[src/design/dct_pkg.sv]
// shared types, register indexes and reset values for the defrost cycle timer
package dct_pkg;

    localparam int unsigned TimerW = 16;
    localparam int unsigned ByteW  = 8;
    localparam int unsigned CfgIdxW = 3;
    localparam int unsigned CfgDataW = 16;

    localparam logic [TimerW-1:0] CoolingReset = 16'd28800;
    localparam logic [TimerW-1:0] ActiveReset  = 16'd2400;
    localparam logic [TimerW-1:0] PassiveReset = 16'd120;
    localparam logic [ByteW-1:0]  SaveIntReset = 8'd57;
    localparam logic [TimerW-1:0] TestReset    = 16'd5;
    localparam logic [ByteW-1:0]  QualReset    = 8'd255;

    typedef enum logic [CfgIdxW-1:0] {
        CFG_COOLING = 3'd0,
        CFG_ACTIVE  = 3'd1,
        CFG_PASSIVE = 3'd2,
        CFG_SAVE_INT = 3'd3,
        CFG_TEST    = 3'd4,
        CFG_QUALIFY = 3'd5
    } cfg_idx_t;

    typedef enum logic [1:0] {
        ACT_TICK    = 2'd0,
        ACT_TEST    = 2'd1,
        ACT_THERM   = 2'd2,
        ACT_RESTORE = 2'd3
    } action_t;

    typedef enum logic [1:0] {
        PH_COOL    = 2'd0,
        PH_ACTIVE  = 2'd1,
        PH_PASSIVE = 2'd2
    } phase_t;

    typedef struct packed {
        logic [TimerW-1:0] cooling_seconds;
        logic [TimerW-1:0] active_defrost_seconds;
        logic [TimerW-1:0] passive_defrost_seconds;
        logic [ByteW-1:0]  save_interval;
        logic [TimerW-1:0] test_seconds;
        logic [ByteW-1:0]  qualify_count;
    } cfg_t;

    typedef struct packed {
        logic [TimerW-1:0] saved_second;
        logic [TimerW-1:0] saved_first;
        logic              thermostat_high;
        action_t           action;
    } item_t;

    typedef struct packed {
        logic [TimerW-1:0] save_value;
        logic              save_request;
        logic [TimerW-1:0] remaining;
        logic              heater_on;
        logic [1:0]        phase;
    } result_t;

endpackage

[src/design/dct_cfg_regs.sv]
// configuration register file written through the plain write port
module dct_cfg_regs (
    input  logic                          aclk,
    input  logic                          aresetn,
    input  logic                          cfg_wr_en,
    input  logic [dct_pkg::CfgIdxW-1:0]   cfg_index,
    input  logic [dct_pkg::CfgDataW-1:0]  cfg_wdata,
    output dct_pkg::cfg_t                 cfg
);

    dct_pkg::cfg_t cfg_reg;
    dct_pkg::cfg_t cfg_next;

    always_comb begin
        cfg_next = cfg_reg;
        if (cfg_wr_en) begin
            case (dct_pkg::cfg_idx_t'(cfg_index))
                dct_pkg::CFG_COOLING:  cfg_next.cooling_seconds = cfg_wdata;
                dct_pkg::CFG_ACTIVE:   cfg_next.active_defrost_seconds = cfg_wdata;
                dct_pkg::CFG_PASSIVE:  cfg_next.passive_defrost_seconds = cfg_wdata;
                dct_pkg::CFG_SAVE_INT: cfg_next.save_interval = cfg_wdata[dct_pkg::ByteW-1:0];
                dct_pkg::CFG_TEST:     cfg_next.test_seconds = cfg_wdata;
                dct_pkg::CFG_QUALIFY:  cfg_next.qualify_count = cfg_wdata[dct_pkg::ByteW-1:0];
                default: ;
            endcase
        end
    end

    always_ff @(posedge aclk) begin
        if (!aresetn) begin
            cfg_reg.cooling_seconds         <= dct_pkg::CoolingReset;
            cfg_reg.active_defrost_seconds  <= dct_pkg::ActiveReset;
            cfg_reg.passive_defrost_seconds <= dct_pkg::PassiveReset;
            cfg_reg.save_interval           <= dct_pkg::SaveIntReset;
            cfg_reg.test_seconds            <= dct_pkg::TestReset;
            cfg_reg.qualify_count           <= dct_pkg::QualReset;
        end else begin
            cfg_reg <= cfg_next;
        end
    end

    assign cfg = cfg_reg;

endmodule

[src/design/dct_seq.sv]
// phase sequencer state and the single-pass update for one item
module dct_seq (
    input  logic              aclk,
    input  logic              aresetn,
    input  logic              advance,
    input  dct_pkg::item_t    item,
    input  dct_pkg::cfg_t     cfg,
    output dct_pkg::result_t  result
);

    dct_pkg::phase_t                 phase_reg, phase_next, phase_mid;
    logic [dct_pkg::TimerW-1:0]      timer_reg, timer_next, timer_mid, restore_val;
    logic [dct_pkg::ByteW-1:0]       qual_reg, qual_next;
    logic [dct_pkg::ByteW-1:0]       cd_reg, cd_next, cd_mid;
    logic                            heater_reg, heater_next;
    logic                            enter_req;
    logic                            periodic;
    logic [dct_pkg::ByteW:0]         twice_int;

    assign twice_int = {cfg.save_interval, 1'b0};

    // next state from the action
    always_comb begin
        phase_mid   = phase_reg;
        timer_mid   = timer_reg;
        qual_next   = qual_reg;
        cd_mid      = cd_reg;
        heater_next = heater_reg;
        enter_req   = 1'b0;
        restore_val = timer_reg;
        case (item.action)
            dct_pkg::ACT_TICK: begin
                if (cd_reg != '0) cd_mid = cd_reg - 1'b1;
                if (timer_reg != '0) begin
                    timer_mid = timer_reg - 1'b1;
                end else begin
                    case (phase_reg)
                        dct_pkg::PH_COOL: begin
                            phase_mid   = dct_pkg::PH_ACTIVE;
                            timer_mid   = cfg.active_defrost_seconds;
                            qual_next   = cfg.qualify_count;
                            heater_next = 1'b1;
                            enter_req   = 1'b1;
                        end
                        dct_pkg::PH_ACTIVE: begin
                            phase_mid = dct_pkg::PH_PASSIVE;
                            timer_mid = cfg.passive_defrost_seconds;
                        end
                        default: begin
                            phase_mid   = dct_pkg::PH_COOL;
                            timer_mid   = cfg.cooling_seconds;
                            heater_next = 1'b0;
                        end
                    endcase
                end
            end
            dct_pkg::ACT_TEST: begin
                timer_mid = cfg.test_seconds;
            end
            dct_pkg::ACT_THERM: begin
                if (phase_reg == dct_pkg::PH_ACTIVE && item.thermostat_high) begin
                    if (qual_reg != '0) begin
                        qual_next = qual_reg - 1'b1;
                    end else begin
                        phase_mid = dct_pkg::PH_PASSIVE;
                        timer_mid = cfg.passive_defrost_seconds;
                    end
                end
            end
            default: begin
                if (item.saved_first == item.saved_second) restore_val = item.saved_first;
                if (restore_val > cfg.cooling_seconds) restore_val = cfg.cooling_seconds;
                if (restore_val < {{(dct_pkg::TimerW-dct_pkg::ByteW-1){1'b0}}, twice_int})
                    restore_val = cfg.cooling_seconds;
                timer_mid = restore_val;
            end
        endcase
        phase_next = phase_mid;
        timer_next = timer_mid;
    end

    // save request and result fields
    always_comb begin
        periodic = !enter_req && phase_mid == dct_pkg::PH_COOL && cd_mid == '0;
        cd_next  = periodic ? cfg.save_interval : cd_mid;
        result.phase        = phase_mid;
        result.heater_on    = heater_next;
        result.remaining    = timer_mid;
        result.save_request = enter_req || periodic;
        if (enter_req)     result.save_value = cfg.cooling_seconds;
        else if (periodic) result.save_value = timer_mid;
        else               result.save_value = '0;
    end

    always_ff @(posedge aclk) begin
        if (!aresetn) begin
            phase_reg  <= dct_pkg::PH_COOL;
            timer_reg  <= dct_pkg::CoolingReset;
            qual_reg   <= '0;
            cd_reg     <= '0;
            heater_reg <= 1'b0;
        end else if (advance) begin
            phase_reg  <= phase_next;
            timer_reg  <= timer_next;
            qual_reg   <= qual_next;
            cd_reg     <= cd_next;
            heater_reg <= heater_next;
        end
    end

endmodule

[src/design/defrost_cycle_timer.sv]
// top level of the defrost cycle timer: input register, sequencer, result register
//
// usage: one input transfer per event (tick, test press, thermostat change or
// restore) on the s_ channel, with the action code in s_tuser. each input
// transfer yields exactly one result transfer on the m_ channel carrying the
// phase, heater drive, timer value and an optional save request.
// an item is held in the input register, updated through the combinational
// sequencer logic and lands in the result register, which drives m_tvalid.
// throughput: one item per cycle while m_tready is high; the sequencer state
// update is combinational compare, decrement and reload logic.
// when m_tready is low the result register holds its transfer and the input
// register keeps one more item; s_tready drops only when both are full.
// configuration is written through cfg_wr_en / cfg_index / cfg_wdata, by the
// user only while idle, which the block does not enforce; unknown indexes
// are ignored. reset (aresetn low, synchronous) empties both registers, puts
// the sequencer in cooling with the timer at 28800 and restores the cfg registers.
module defrost_cycle_timer (
    input  logic                          aclk,
    input  logic                          aresetn,
    input  logic                          s_tvalid,
    output logic                          s_tready,
    // thermostat_high [0], saved_first [16:1], saved_second [32:17]
    input  logic [39:0]                   s_tdata,
    // action [1:0]
    input  logic [1:0]                    s_tuser,
    output logic                          m_tvalid,
    input  logic                          m_tready,
    // phase [1:0], heater_on [2], remaining [18:3], save_request [19],
    // save_value [35:20]
    output logic [39:0]                   m_tdata,
    input  logic                          cfg_wr_en,
    input  logic [dct_pkg::CfgIdxW-1:0]   cfg_index,
    input  logic [dct_pkg::CfgDataW-1:0]  cfg_wdata
);

    dct_pkg::cfg_t    cfg;
    dct_pkg::item_t   item_reg;
    dct_pkg::result_t result, result_reg;
    logic             in_valid_reg, out_valid_reg;
    logic             out_free, advance, s_take;

    assign out_free = !out_valid_reg || m_tready;
    assign advance  = in_valid_reg && out_free;
    assign s_tready = !in_valid_reg || advance;
    assign s_take   = s_tvalid && s_tready;

    dct_cfg_regs u_cfg (
        .aclk      (aclk),
        .aresetn   (aresetn),
        .cfg_wr_en (cfg_wr_en),
        .cfg_index (cfg_index),
        .cfg_wdata (cfg_wdata),
        .cfg       (cfg)
    );

    dct_seq u_seq (
        .aclk    (aclk),
        .aresetn (aresetn),
        .advance (advance),
        .item    (item_reg),
        .cfg     (cfg),
        .result  (result)
    );

    always_ff @(posedge aclk) begin
        if (!aresetn) begin
            in_valid_reg  <= 1'b0;
            out_valid_reg <= 1'b0;
        end else begin
            if (s_take) in_valid_reg <= 1'b1;
            else if (advance) in_valid_reg <= 1'b0;
            if (advance) out_valid_reg <= 1'b1;
            else if (m_tready) out_valid_reg <= 1'b0;
        end
    end

    always_ff @(posedge aclk) begin
        if (s_take) begin
            item_reg.action          <= dct_pkg::action_t'(s_tuser);
            item_reg.thermostat_high <= s_tdata[0];
            item_reg.saved_first     <= s_tdata[16:1];
            item_reg.saved_second    <= s_tdata[32:17];
        end
        if (advance) result_reg <= result;
    end

    assign m_tvalid = out_valid_reg;
    assign m_tdata  = {4'd0, result_reg};

endmodule

[config.mk]
export PLATFORM = sky130hd
export DESIGN_NAME = defrost_cycle_timer
export DESIGN_NICKNAME = d
export VERILOG_FILES = /design/src/design/dct_pkg.sv /design/src/design/dct_cfg_regs.sv /design/src/design/dct_seq.sv /design/src/design/defrost_cycle_timer.sv
export SDC_FILE = /design/constraint.sdc
export NUM_CORES = 1
export LEC_CHECK = 0
export BUFFER_PORTS_ARGS = -buffer_cell sky130_fd_sc_hd__buf_2
export CAP_MARGIN = 40
export CORE_MARGIN = 5
export CORE_UTILIZATION = 61
export CTS_BUF_LIST = sky130_fd_sc_hd__clkbuf_8
export DETAILED_ROUTE_END_ITERATION = 6
export PLACE_DENSITY = 0.79
export SETUP_SLACK_MARGIN = 0.5
export SLEW_MARGIN = 20
export SYNTH_ARGS = -nofsm -noshare
export SYNTH_HDL_FRONTEND = slang
export SYNTH_HIERARCHICAL = 1
export SYNTH_SLANG_ARGS = --single-unit
[constraint.sdc]
create_clock -name aclk -period 6.7 [get_ports aclk]
set_clock_uncertainty 0.15 [all_clocks]
set_input_delay 1.34 -clock aclk [delete_from_list [all_inputs] [get_ports aclk]]
set_output_delay 1.34 -clock aclk [all_outputs]
set_load 0.03 [all_outputs]
==> impl_metrics.yaml <==
status:
  status: "finished clean"
synth:
  synth_top_area_frac: 0.232
  ys.flop_type: "dfxtp_1"
  synth.ff_latch_count: 188
  synthTopCellsByArea: "dfxtp_1 (23%), edfxtp_1 (21%), mux2i_1 (11%)"
  async_reset_ff_frac: 0
  syn_area_sq_mm: 0.0101
  syn_area_per_cell_sq_um: 9.61
  yosysSeqAreaShare: 0.443
  synth_edf_count: 71
  syn_inst: 1051
  yosys.cell_types.count: 88
  yosysTopAreaCell: "dfxtp_1"
  ys_warn_count: 6
route:
  wire_per_inst_microns: 20.0
  drc: 0
  drtIter0Drc: 969
  dr.pass1.iters: 6
  vias: 8360
  vias_per_cell: 6.18
  wl_mm: 27.1
  postRouteAntennaNets: 0
setup_path:
  start_kind: "flop"
  r2r-start: "item_reg[17]$_DFFE_PP_"
  worstPathMaxFanout: 23
  crit_path_end_kind: "flop"
  critPathRequiredTime_ns: 6.88
  worst_ep_arrival_time_ns: 6.32
  crit_path_start: "item_reg[17]$_DFFE_PP_"
  critPathKind: "flop to flop"
sta:
  slew_headroom: 0.485
  layout_min_cycle_time_ns: 6.14
  setup_viol: 0
  setup_ws_ns: 0.565
  worstMarginPinSlew_ns: 0.763
  rsz0062_at_grt: "false"
  finalSetupTns_ns: 0
  finalMaxSlewViolations: 0
  fmax_mhz: 163
  hold_ws_ns: 0.311
  min_period_over_period: 0.916
  hold_violations: 0
cts:
  cts_tree: "done"
  cts_root_buffer: "clkbuf_8"
  clkSinkCount: 188
  post_cts_buffers: 0
  clockBufferDepth: 2
  worstSkewPairLatency_ns: 0.49
  cts_resized: 0
  cts_hold_buf: 0
  numCtsBuffers: 17
  path_clk_slew_ns: 0.10
  htreeDepth: 4
placement:
  portBuffers: 96
  dp_hpwl_mm: 19.0
  preCtsSetupSlack_ns: 0.620
  gp_congestion: 0.944
  dp_cells: 1318
final_layout:
  fill_cells: 1269
  final_common_cell: "dfxtp_1"
  largest_register_ffs: 80
  diodes: 0
  stdcell_count: 1352
  drive_gt1_frac: 0.171
  final_cell_mix: "dfxtp_1 (117), mux2i_1 (116), nand2_1 (112)"
  nets: 1212
  syn_to_final_growth_pct: 11.3
grt:
  first_global_vias: 8152
  grt_use_total: 0.278
  grt_overflow: 0
  grt_max_degree: 80
  antenna_found_initial: 0
  grt_pass1_wl_mm: 42.7
die:
  dieHeight_microns: 139
  ios: 108
  start_util: 0.615
  row_count: 47
  fp.dieW_microns: 139
  core_sq_mm: 0.0164
  die-area_sq_mm: 0.0192
run:
  max_cap_violations: 0
pwr:
  powerDensity_mw_per_mm2: 247
  vdd_ir_drop_max_uv: 164
  leakagePower_nw: 4.54
worst_hold_path:
  min_path_type: "flop to flop"
  min-delay-start: "u_cfg/cfg[50]$_SDFFE_PN0P_"
==> worst paths after layout <==
kind / to / slack (ns) / cells after the start
setup / recovery: m_tdata[27]$_DFFE_PP_ / 0.56 / 23
hold / removal: u_cfg/cfg[50]$_SDFFE_PN0P_ / 0.31 / 2
setup reg to reg: m_tdata[27]$_DFFE_PP_ / 0.56 / 23
hold reg to reg: u_cfg/cfg[50]$_SDFFE_PN0P_ / 0.31 / 2
==> kinds of logic (layout without fill, tap and decap cells) <==
| kind of cell | count (synthesis) | count (layout) | synth area share |
|---|---|---|---|
| AOI/OAI and AO/OA | 253 | 253 | 0.160 |
| adders and majority gates | 27 | 27 | 0.0335 |
| muxes | 129 | 129 | 0.129 |
| and+or+nand+nor | 308 | 308 | 0.160 |
| buffers and inverters | 120 | 198 | 0.0514 |
| other | 1 | 4 | 0.000371 |
| DFF | 188 | 188 | 0.443 |
| xor gates and xnor gates | 25 | 25 | 0.0217 |
==> final cells by class <==
class | instances | area (sq um) | area share
Clock inverter | 13 | 188 | 0.0167
Inverter | 47 | 176 | 0.0157
Clock buffer | 19 | 262 | 0.0233
Sequential cell | 188 | 4470 | 0.398
Multi-Input combinational cell | 746 | 5170 | 0.460
Timing Repair Buffer | 119 | 691 | 0.0614
Tap cell | 220 | 275 | 0.0245
==> synthesized netlist by cell type (all sizes together) (3+ instances only) <==
| cell type | count |
|---|---|
| or4 | 4 |
| o221a | 3 |
| or3 | 4 |
| o31ai | 5 |
| nor3b | 3 |
| a221oi | 7 |
| mux2 | 13 |
| a41oi | 3 |
| a211oi | 14 |
| nor2 | 53 |
| a21oi | 73 |
| and3 | 3 |
| nand2 | 112 |
| or4b | 4 |
| nand3b | 3 |
| ha | 27 |
| xnor2 | 23 |
| or2 | 4 |
| a31oi | 7 |
| a21o | 11 |
| nor3 | 20 |
| nand2b | 7 |
| clkbuf | 46 |
| inv | 46 |
| mux2i | 116 |
| a32oi | 3 |
| nand4 | 12 |
| o22ai | 6 |
| a21boi | 6 |
| dfxtp | 117 |
| o2bb2ai | 4 |
| nor2b | 46 |
| buf | 27 |
| nand3 | 11 |
| o21a | 3 |
| nor4 | 10 |
| edfxtp | 71 |
| a22o | 14 |
| o21ai | 72 |
==> layer usage <==
| layer | vias to the layer above | global-route usage | wire length (microns) |
|---|---|---|---|
| li1 | 3942 | - | - |
| met1 | 3934 | 0.341 | 10700 |
| met2 | 388 | 0.467 | 13000 |
| met3 | 96 | 0.0559 | 2070 |
| met4 | 0 | 0.143 | 1400 |
| met5 | - | 0 | 0 |
==> stage by stage <==
step | power (mW) | area [sq um] | util
floorplan | 1.76 | 10100 | -
global placement | 1.91 | 10700 | 0.652
detailed placement | 1.93 | 10700 | 0.655
CTS | 2.76 | 11200 | 0.682
global route | 2.90 | 11200 | 0.685
finish | 2.78 | 11200 | 0.685
==> power by group <==
part / leakage, nW / internal (mW) / switching, mW
clock: 0.231 / 0.430 / 0.420
combinational: 2.68 / 0.238 / 0.392
sequential: 1.64 / 1.25 / 0.0472
==> worst max-delay path, stage by stage (launching register included) <==
cell	delay [ns]
edfxtp_1	0.45
xnor2_1	0.23
nand4_1	0.19
nor4_4	0.45
buf_8	0.22
mux2_2	0.36
ha_1	0.32
nand4_1	0.19
nor3_1	0.24
a221oi_1	0.11
a21oi_1	0.25
buf_6	0.23
nor2_1	0.06
a21oi_1	0.18
ha_1	0.28
a21o_1	0.16
a21o_1	0.17
a21o_1	0.18
a21oi_1	0.20
o311a_2	0.32
or2_4	0.23
o21ai_1	0.13
a221oi_2	0.43
a22o_1	0.26
(Power assumes the default switching activity.)
